`config.mk`:
```
export PLATFORM = sky130hd
export DESIGN_NAME = huffman_table_bit_decoder_core
export DESIGN_NICKNAME = d
export VERILOG_FILES = /design/src/rtl/hbd_pkg.sv /design/src/rtl/hbd_front.sv /design/src/rtl/hbd_back.sv /design/src/rtl/huffman_table_bit_decoder_core.sv
export SDC_FILE = /design/constraint.sdc
export NUM_CORES = 2
export LEC_CHECK = 0
export BUFFER_PORTS_ARGS = -buffer_cell sky130_fd_sc_hd__buf_2
export CORE_MARGIN = 2
export CORE_UTILIZATION = 26
export DETAILED_ROUTE_END_ITERATION = 6
export GPL_ROUTABILITY_DRIVEN = 0
export PLACE_DENSITY = 0.46
export SYNTH_ARGS = -nofsm -noshare
export SYNTH_HDL_FRONTEND = slang
export SYNTH_MEMORY_MAX_BITS = 65536
export SYNTH_SLANG_ARGS = --single-unit
```
`constraint.sdc`:
```
create_clock -name i_clk -period 14 [get_ports i_clk]
set_clock_uncertainty 0.15 [all_clocks]
set_input_delay 0 -clock i_clk [delete_from_list [all_inputs] [get_ports i_clk]]
set_output_delay 0 -clock i_clk [all_outputs]
set_load 0.01 [all_outputs]
```
`src/rtl/hbd_pkg.sv`:
```
// Shared types and constants for the Huffman table decoder.
// No dependencies; imported by every module of the block.
`timescale 1ns / 1ps

package hbd_pkg;

    localparam int NODE_TABLE_DEPTH_DEF = 255;
    localparam int COUNT_WIDTH_DEF      = 32;
    localparam int BIT_TOP              = 7;
    localparam int CMD_QUEUE_DEPTH      = 4;

    localparam logic [1:0] FUNC_LOAD  = 2'd0;
    localparam logic [1:0] FUNC_START = 2'd1;
    localparam logic [1:0] FUNC_DATA  = 2'd2;

    typedef enum logic [1:0] {
        OP_LOAD,
        OP_START,
        OP_DATA
    } t_op;

    typedef struct packed {
        logic [1:0]  func;
        logic [7:0]  node_index;
        logic        left_is_node;
        logic [7:0]  left_value;
        logic        right_is_node;
        logic [7:0]  right_value;
        logic [7:0]  root_node;
        logic [31:0] total_symbols;
        logic [7:0]  data_byte;
    } t_in_word;

    typedef struct packed {
        logic [7:0] symbol;
        logic       last_of_byte;
        logic       message_done;
    } t_out_word;

    typedef struct packed {
        logic       left_is_node;
        logic [7:0] left_value;
        logic       right_is_node;
        logic [7:0] right_value;
    } t_node;

    // one classified command as held in the queue
    typedef struct packed {
        t_op         op;
        logic [7:0]  index;
        t_node       node;
        logic [7:0]  root;
        logic [31:0] count;
        logic [7:0]  data_byte;
    } t_cmd;

endpackage

```
`src/rtl/hbd_front.sv`:
```
// Front end: accepts input words, classifies them and queues commands.
// Depends on hbd_pkg.
`timescale 1ns / 1ps

module hbd_front (
    input  logic            i_clk,
    input  logic            i_rst_n,
    input  logic            i_valid,
    output logic            o_ready,
    input  hbd_pkg::t_in_word i_data,
    output logic            o_cmd_valid,
    output hbd_pkg::t_cmd   o_cmd,
    input  logic            i_cmd_pop
);
    import hbd_pkg::*;

    localparam int PW = $clog2(CMD_QUEUE_DEPTH);
    localparam int CNTW = $clog2(CMD_QUEUE_DEPTH + 1);

    t_cmd            r_q [CMD_QUEUE_DEPTH];
    logic [PW-1:0]   r_wr_ptr, n_wr_ptr;
    logic [PW-1:0]   r_rd_ptr, n_rd_ptr;
    logic [CNTW-1:0] r_count, n_count;

    logic  push;
    logic  known;
    t_cmd  cmd;

    always_comb begin
        known  = 1'b1;
        cmd.op = OP_DATA;
        unique case (i_data.func)
            FUNC_LOAD:  cmd.op = OP_LOAD;
            FUNC_START: cmd.op = OP_START;
            FUNC_DATA:  cmd.op = OP_DATA;
            default:    known  = 1'b0;   // unused code, word is dropped
        endcase
        cmd.index              = i_data.node_index;
        cmd.node.left_is_node  = i_data.left_is_node;
        cmd.node.left_value    = i_data.left_value;
        cmd.node.right_is_node = i_data.right_is_node;
        cmd.node.right_value   = i_data.right_value;
        cmd.root               = i_data.root_node;
        cmd.count              = i_data.total_symbols;
        cmd.data_byte          = i_data.data_byte;
    end

    assign o_ready     = (r_count != CNTW'(CMD_QUEUE_DEPTH));
    assign push        = i_valid && o_ready && known;
    assign o_cmd_valid = (r_count != '0);
    assign o_cmd       = r_q[r_rd_ptr];

    always_comb begin
        n_wr_ptr = push ? r_wr_ptr + PW'(1) : r_wr_ptr;
        n_rd_ptr = i_cmd_pop ? r_rd_ptr + PW'(1) : r_rd_ptr;
        n_count  = r_count + CNTW'(push) - CNTW'(i_cmd_pop);
    end

    always_ff @(posedge i_clk) begin
        if (!i_rst_n) begin
            r_wr_ptr <= '0;
            r_rd_ptr <= '0;
            r_count  <= '0;
        end else begin
            r_wr_ptr <= n_wr_ptr;
            r_rd_ptr <= n_rd_ptr;
            r_count  <= n_count;
        end
    end

    always_ff @(posedge i_clk) begin
        if (push) begin
            r_q[r_wr_ptr] <= cmd;
        end
    end

endmodule

```
`src/rtl/hbd_back.sv`:
```
// Back end: node table memory, bit-serial tree walk and output register.
// Depends on hbd_pkg; fed by hbd_front.
`timescale 1ns / 1ps

module hbd_back #(
    parameter int NODE_TABLE_DEPTH = hbd_pkg::NODE_TABLE_DEPTH_DEF,
    parameter int COUNT_WIDTH      = hbd_pkg::COUNT_WIDTH_DEF
) (
    input  logic              i_clk,
    input  logic              i_rst_n,
    input  logic              i_cmd_valid,
    input  hbd_pkg::t_cmd     i_cmd,
    output logic              o_cmd_pop,
    output logic              o_valid,
    input  logic              i_ready,
    output hbd_pkg::t_out_word o_data
);
    import hbd_pkg::*;

    localparam int AW = (NODE_TABLE_DEPTH > 1) ? $clog2(NODE_TABLE_DEPTH) : 1;
    localparam int BCW = $clog2(BIT_TOP + 1);

    t_node r_table [NODE_TABLE_DEPTH];
    t_node r_rd_node;
    logic  r_rd_oob;

    logic                   r_busy, n_busy;
    logic [7:0]             r_byte, n_byte;
    logic [BCW-1:0]         r_bit, n_bit;
    logic [7:0]             r_walk, n_walk;
    logic [7:0]             r_root, n_root;
    logic [COUNT_WIDTH-1:0] r_left, n_left;
    logic                   r_finished, n_finished;

    // symbol held back until we know whether it ends its byte
    logic       r_pend_valid, n_pend_valid;
    logic       r_pend_final, n_pend_final;
    logic       r_pend_done, n_pend_done;
    logic [7:0] r_pend_sym, n_pend_sym;

    logic       r_out_valid;
    t_out_word  r_out_data;

    t_node                  entry;
    logic                   child_is_node;
    logic [7:0]             child_val;
    logic                   leaf, out_space, step, hit_zero, last_step, push;
    logic [COUNT_WIDTH-1:0] dec_left, start_cnt;
    logic                   s_finished, s_busy;
    logic                   we;

    always_comb begin
        entry         = r_rd_oob ? '0 : r_rd_node;
        child_is_node = r_byte[BIT_TOP] ? entry.right_is_node : entry.left_is_node;
        child_val     = r_byte[BIT_TOP] ? entry.right_value : entry.left_value;
        leaf          = r_busy && !child_is_node;
        out_space     = !r_out_valid || i_ready;
        step          = r_busy && (!leaf || !r_pend_valid || out_space);
        dec_left      = r_left - COUNT_WIDTH'(1);
        hit_zero      = leaf && (dec_left == '0);
        last_step     = step && ((r_bit == '0) || hit_zero);
        push          = r_pend_valid && out_space && (r_pend_final || (step && leaf));
        s_finished    = r_finished || (step && hit_zero);
        s_busy        = r_busy && !last_step;
        start_cnt     = COUNT_WIDTH'(i_cmd.count);
    end

    assign o_cmd_pop = i_cmd_valid && !s_busy;

    always_comb begin
        n_walk     = r_walk;
        n_left     = r_left;
        n_byte     = r_byte;
        n_bit      = r_bit;
        n_root     = r_root;
        n_finished = s_finished;
        n_busy     = s_busy;
        we         = 1'b0;
        if (step) begin
            n_walk = leaf ? r_root : child_val;
            n_byte = {r_byte[6:0], 1'b0};
            n_bit  = r_bit - BCW'(1);
            if (leaf) begin
                n_left = dec_left;
            end
        end
        if (o_cmd_pop) begin
            unique case (i_cmd.op)
                OP_LOAD: begin
                    we = ({1'b0, i_cmd.index} < 9'(NODE_TABLE_DEPTH));
                end
                OP_START: begin
                    n_root     = i_cmd.root;
                    n_walk     = i_cmd.root;
                    n_left     = start_cnt;
                    n_finished = (start_cnt == '0);
                end
                OP_DATA: begin
                    if (!s_finished) begin
                        n_busy = 1'b1;
                        n_byte = i_cmd.data_byte;
                        n_bit  = BCW'(BIT_TOP);
                    end
                end
                default: ;
            endcase
        end
    end

    always_comb begin
        n_pend_valid = r_pend_valid;
        n_pend_final = r_pend_final;
        n_pend_done  = r_pend_done;
        n_pend_sym   = r_pend_sym;
        if (step && leaf) begin
            n_pend_valid = 1'b1;
            n_pend_sym   = child_val;
            n_pend_done  = hit_zero;
            n_pend_final = (r_bit == '0) || hit_zero;
        end else if (push) begin
            n_pend_valid = 1'b0;
        end else if (step && (r_bit == '0)) begin
            n_pend_final = 1'b1;    // byte ended on an internal node
        end
    end

    always_ff @(posedge i_clk) begin
        if (!i_rst_n) begin
            r_busy       <= 1'b0;
            r_walk       <= '0;
            r_root       <= '0;
            r_left       <= '0;
            r_finished   <= 1'b1;
            r_bit        <= '0;
            r_pend_valid <= 1'b0;
            r_pend_final <= 1'b0;
            r_out_valid  <= 1'b0;
        end else begin
            r_busy       <= n_busy;
            r_walk       <= n_walk;
            r_root       <= n_root;
            r_left       <= n_left;
            r_finished   <= n_finished;
            r_bit        <= n_bit;
            r_pend_valid <= n_pend_valid;
            r_pend_final <= n_pend_final;
            if (push) begin
                r_out_valid <= 1'b1;
            end else if (i_ready) begin
                r_out_valid <= 1'b0;
            end
        end
    end

    always_ff @(posedge i_clk) begin
        r_byte      <= n_byte;
        r_pend_done <= n_pend_done;
        r_pend_sym  <= n_pend_sym;
        if (push) begin
            r_out_data.symbol       <= r_pend_sym;
            r_out_data.last_of_byte <= r_pend_final;
            r_out_data.message_done <= r_pend_done;
        end
    end

    // table read follows the next walk node, so its entry is ready for the next bit
    always_ff @(posedge i_clk) begin
        if (we) begin
            r_table[i_cmd.index[AW-1:0]] <= i_cmd.node;
        end
        if (we && (i_cmd.index == n_walk)) begin
            r_rd_node <= i_cmd.node;
        end else begin
            r_rd_node <= r_table[n_walk[AW-1:0]];
        end
        r_rd_oob <= ({1'b0, n_walk} >= 9'(NODE_TABLE_DEPTH));
    end

    assign o_valid = r_out_valid;
    assign o_data  = r_out_data;

endmodule

```
`src/rtl/huffman_table_bit_decoder_core.sv`:
```
// Huffman table-walk decoder: accepts node loads, message starts and data bytes, and
// walks each data byte MSB first through a node table held in a synchronous memory,
// one bit per clock while the output does not stall the walk; each bit depends on the
// table lookup of the bit before (the next node's entry is read in the cycle its number
// is known). Load and start words do not occupy the walk engine. A four-deep command
// queue sits between the input and the walk engine, so input is taken while a byte is
// being walked or a symbol waits on the output. Each symbol is held inside the engine
// until it is known whether it ends its byte, then leaves through a registered
// output; a stalled output pauses the walk only when a further symbol must be emitted.
// The node table needs no clearing after reset: entries must be loaded before use.
// Depends on hbd_pkg, hbd_front and hbd_back.
`timescale 1ns / 1ps

module huffman_table_bit_decoder_core #(
    parameter int NODE_TABLE_DEPTH = hbd_pkg::NODE_TABLE_DEPTH_DEF,
    parameter int COUNT_WIDTH      = hbd_pkg::COUNT_WIDTH_DEF
) (
    input  logic               i_clk,
    input  logic               i_rst_n,
    input  logic               i_valid,
    output logic               o_ready,
    input  hbd_pkg::t_in_word  i_data,
    output logic               o_valid,
    input  logic               i_ready,
    output hbd_pkg::t_out_word o_data
);
    import hbd_pkg::*;

    logic cmd_valid;
    logic cmd_pop;
    t_cmd cmd;

    hbd_front u_front (
        .i_clk       (i_clk),
        .i_rst_n     (i_rst_n),
        .i_valid     (i_valid),
        .o_ready     (o_ready),
        .i_data      (i_data),
        .o_cmd_valid (cmd_valid),
        .o_cmd       (cmd),
        .i_cmd_pop   (cmd_pop)
    );

    hbd_back #(
        .NODE_TABLE_DEPTH (NODE_TABLE_DEPTH),
        .COUNT_WIDTH      (COUNT_WIDTH)
    ) u_back (
        .i_clk       (i_clk),
        .i_rst_n     (i_rst_n),
        .i_cmd_valid (cmd_valid),
        .i_cmd       (cmd),
        .o_cmd_pop   (cmd_pop),
        .o_valid     (o_valid),
        .i_ready     (i_ready),
        .o_data      (o_data)
    );

endmodule

```
==> flow_summary_export.csv <==
group,metric,value,unit
final_layout,synthToLayoutAreaGrowth,15.9,%
timing,finalWorstSetupSlack,4840,ps
clock_network,clock_path_buffers,4,
global_route,grt_usage,16.4,%
yosys,postSynth.asyncResetShare,0,%
floorplan,row_count,317,
global_route,grt_pass1_wl,862,mm
route,wl_per_cell,32.2,µm
final_layout,final_common_cell,"edfxtp_1",
floorplan,boundaryPins,92,
global_route,antenna_found_initial,84,
global_route,grt_start_max_net_pins,156,
yosys,ys_seq_area_share,76.7,%
flow_run,drv_cap,3,
route,vias,100000,
yosys,ys.warnings.count,0,
yosys,synth-seq-cells,4995,
yosys,synth_area,194000,µm²
route,viasPerCell,5.00,
final_layout,nets,9714,
power_and_ir_drop,ir_drop,0.163,mV
floorplan,die_area,755000,µm²
timing,rsz0062_at_grt,"no",
global_route,grt_pass1_vias,98500,
power_and_ir_drop,power_leakage,67.6,nW
power_and_ir_drop,p_sw_share,33.5,%
yosys,synth_ff_type,"edfxtp_1",
floorplan,initial_core_util,26.1,%
setup_path,critPathMostFrequentCell,"buf_4",
route,drc,0,
timing,final_hold_viol_count,0,
min_path,min_path_type,"in2reg",
yosys,synthCells,9050,
final_layout,postLayoutCoreUtil,30.2,%
final_layout,layout_common_cells,"4913 x edfxtp_1, 915 x mux4_2, 548 x clkbuf_16",
clock_network,clkLatencyLatePin,1070,ps
placement,hpwlAfterDp,408,mm
power_and_ir_drop,clkPwrFrac,31.1,%
power_and_ir_drop,p_int,29.7,mW
power_and_ir_drop,switchingPower,14.9,mW
yosys,netlist_top_cells_area,"edfxtp_1 76%, mux4_2 11%, mux4_1 2.2%",
timing,final.setup.tns,0,ps
setup_path,path_cells,"buf_4 -> buf_4 -> mux4_1 -> mux2i_1 -> nor3_1 -> a2111oi_0 -> a311oi_1 -> a21boi_1 -> o41a_1 -> nor4_2 -> nand2_4 -> buf_4 -> nor2_2",
clock_network,h-tree-depth,6,
placement,placed_cells,18800,
setup_path,crit_required,14500,ps
setup_path,critPathCaptureType,"flip-flop",
clock_network,clock-sinks,4995,
timing,fin_crit_sh,65.5,%
setup_path,path_max_fanout,41,
clock_network,cts_buffers,542,
yosys,syn_avg_cell_area,21.5,µm²
timing,worstMarginPinSlew,1590,ps
placement,io_buffer_count,91,
route,first_iter_violations,13400,
floorplan,fp.dieW,869,µm
timing,maxSlewViolCount,3,
yosys,yosysTopAreaCell,"edfxtp_1",
power_and_ir_drop,power_frac_comb,26.4,%
run_status,status,"finished, violations left",
yosys,synth_top_area_share,75.9,%
floorplan,die_y,869,µm
clock_network,cts_tree,"built",
yosys,synth_edf_count,4913,
global_route,grt_overflow,0,
power_and_ir_drop,power_frac_seq,42.5,%
setup_path,worst-setup-path-type,"reg2reg",
setup_path,critical_path_buf_inv_count,3,
run_status,violations,"capacitance limit, slew limit",
timing,maxSlewHeadroom,-6.23,%
floorplan,core,745000,µm²
clock_network,cts_root_buf,"clkbuf_16",
power_and_ir_drop,fin_total_pwr,44.7,mW
route,ant_nets,0,
setup_path,start_kind,"flip-flop",
setup_path,cp_slowest_stage_delay,1100,ps
timing,fin_crit,9160,ps
timing,fmax,0.109,GHz
final_layout,final_cells,20000,
placement,post-place-ws,4790,ps
route,wirelength,643,mm
clock_network,clkTransAtPathRegs,60,ps
power_and_ir_drop,power_density,198,nW/µm²
yosys,synth_cell_types,104,
route,first_pass_iters,6,
final_layout,layout-drive-gt1-share,24.4,%
clock_network,cts_setup_buffers,0,
setup_path,critPathArrivalTime,9660,ps
timing,finalSetupViolations,0,
yosys,synth_fp_nets,9141,
setup_path,crit_family,"simple AND/OR/NAND/NOR gates",
setup_path,slowest_stage,"nor2_2",
[registers in the layout, indices dropped and copies added (netlist names), 2 cells and up, named ones only]
name               flops
u_back.o_data         10
u_back.r_bit           3
u_back.r_byte          8
u_back.r_left         32
u_back.r_pend_sym      8
u_back.r_root          8
u_back.r_table      4590
u_back.r_walk          8
u_front.r_count        3
u_front.r_q          304
u_front.r_rd_ptr       2
u_front.r_wr_ptr       2
[area by class of cell]
cell class	instances	area, µm²
diodes	56	140
well taps	9889	12400
multi-input cells	3526	42100
fillers	71500	520000
clock buffers	663	14200
flip-flops and latches	4995	149000
repair buffers	535	4450
clock inverters	294	2840
inverters	23	104
[path summary, 6_finish.rpt]
path	startpoint	slack (ps)	cells past startpoint	endpoint
max reg2reg	flip-flop	4840	13	u_back.r_table[152][8]
min reg2reg	u_back.r_pend_sym[6]	280	0	u_back.o_data[8]
min	i_data[75]	90	6	u_front.r_wr_ptr[1]
max	flip-flop	4840	13	u_back.r_table[152][8]
[metrics by stage]
stage / cell area [µm²] / hold WS [ps]
detailed placement: 207000 / 67.2
floorplan: 194000 / -51.1
global route: 225000 / 87.8
CTS: 225000 / 7.56
global placement: 207000 / 57.9
finish: 225000 / 85.8
[cell usage after synthesis, types with 76 or more instances]
cell type     n
mux4_1      162
clkbuf_1    127
mux4_2      933
o22ai_1     111
buf_6        77
edfxtp_1   4913
dfxtp_1      82
buf_2        99
mux2i_1     401
nand2_1     330
a22oi_1     176
o21ai_0      76
nor2_1      413
a21oi_1     141
[worst register-to-register path: stages, from the launching register on]
cell	delay (ps)
dfxtp_4	950
buf_4	720
buf_4	670
mux4_1	630
mux2i_1	780
nor3_1	80
a2111oi_0	700
a311oi_1	320
a21boi_1	390
o41a_1	590
nor4_2	550
nand2_4	470
buf_4	610
nor2_2	1180
[layer usage]
layer,global-route usage [%],share of wire (%),vias to the layer above,wire (µm)
met5,0,0.037,-,238
met4,5.94,4.0,34,25400
met3,3.89,8.7,1013,55600
met2,25.5,45,5118,292000
met1,22.5,42,54400,269000
li1,-,-,39400,-
[logic make-up (layout without fill, tap and decap cells)]
family / count (synthesis) / count (layout) / synth area share (%)
adders and majority gates: 11 / 11 / 0.0746
xor gates and xnor gates: 39 / 39 / 0.176
DFF: 4995 / 4995 / 76.7
other: 0 / 56 / 0
buffers and inverters: 529 / 1515 / 2.14
and+or+nand+nor: 1112 / 1112 / 2.64
muxes: 1524 / 1524 / 15.2
AOI/OAI and AO/OA: 840 / 840 / 3.05
[repair_timing]
item / 4_1_cts / 5_1_grt
hold buffers: 159 / 0
gates resized for setup: 0 / 0
hold endpoints to repair: 517 / 0
[power by group through the flow]
stage	clock (mW)	sequential (mW)	combinational, mW
6_report	13.9	19.0	11.8
3_5_place_dp	0	19.3	11.8
4_1_cts	14.1	19.0	11.8
2_1_floorplan	0	19.3	6.22
3_3_place_gp	0	19.3	11.6
5_1_grt	14.7	19.0	12.1
No activity file was read; power rests on OpenSTA's default activity.
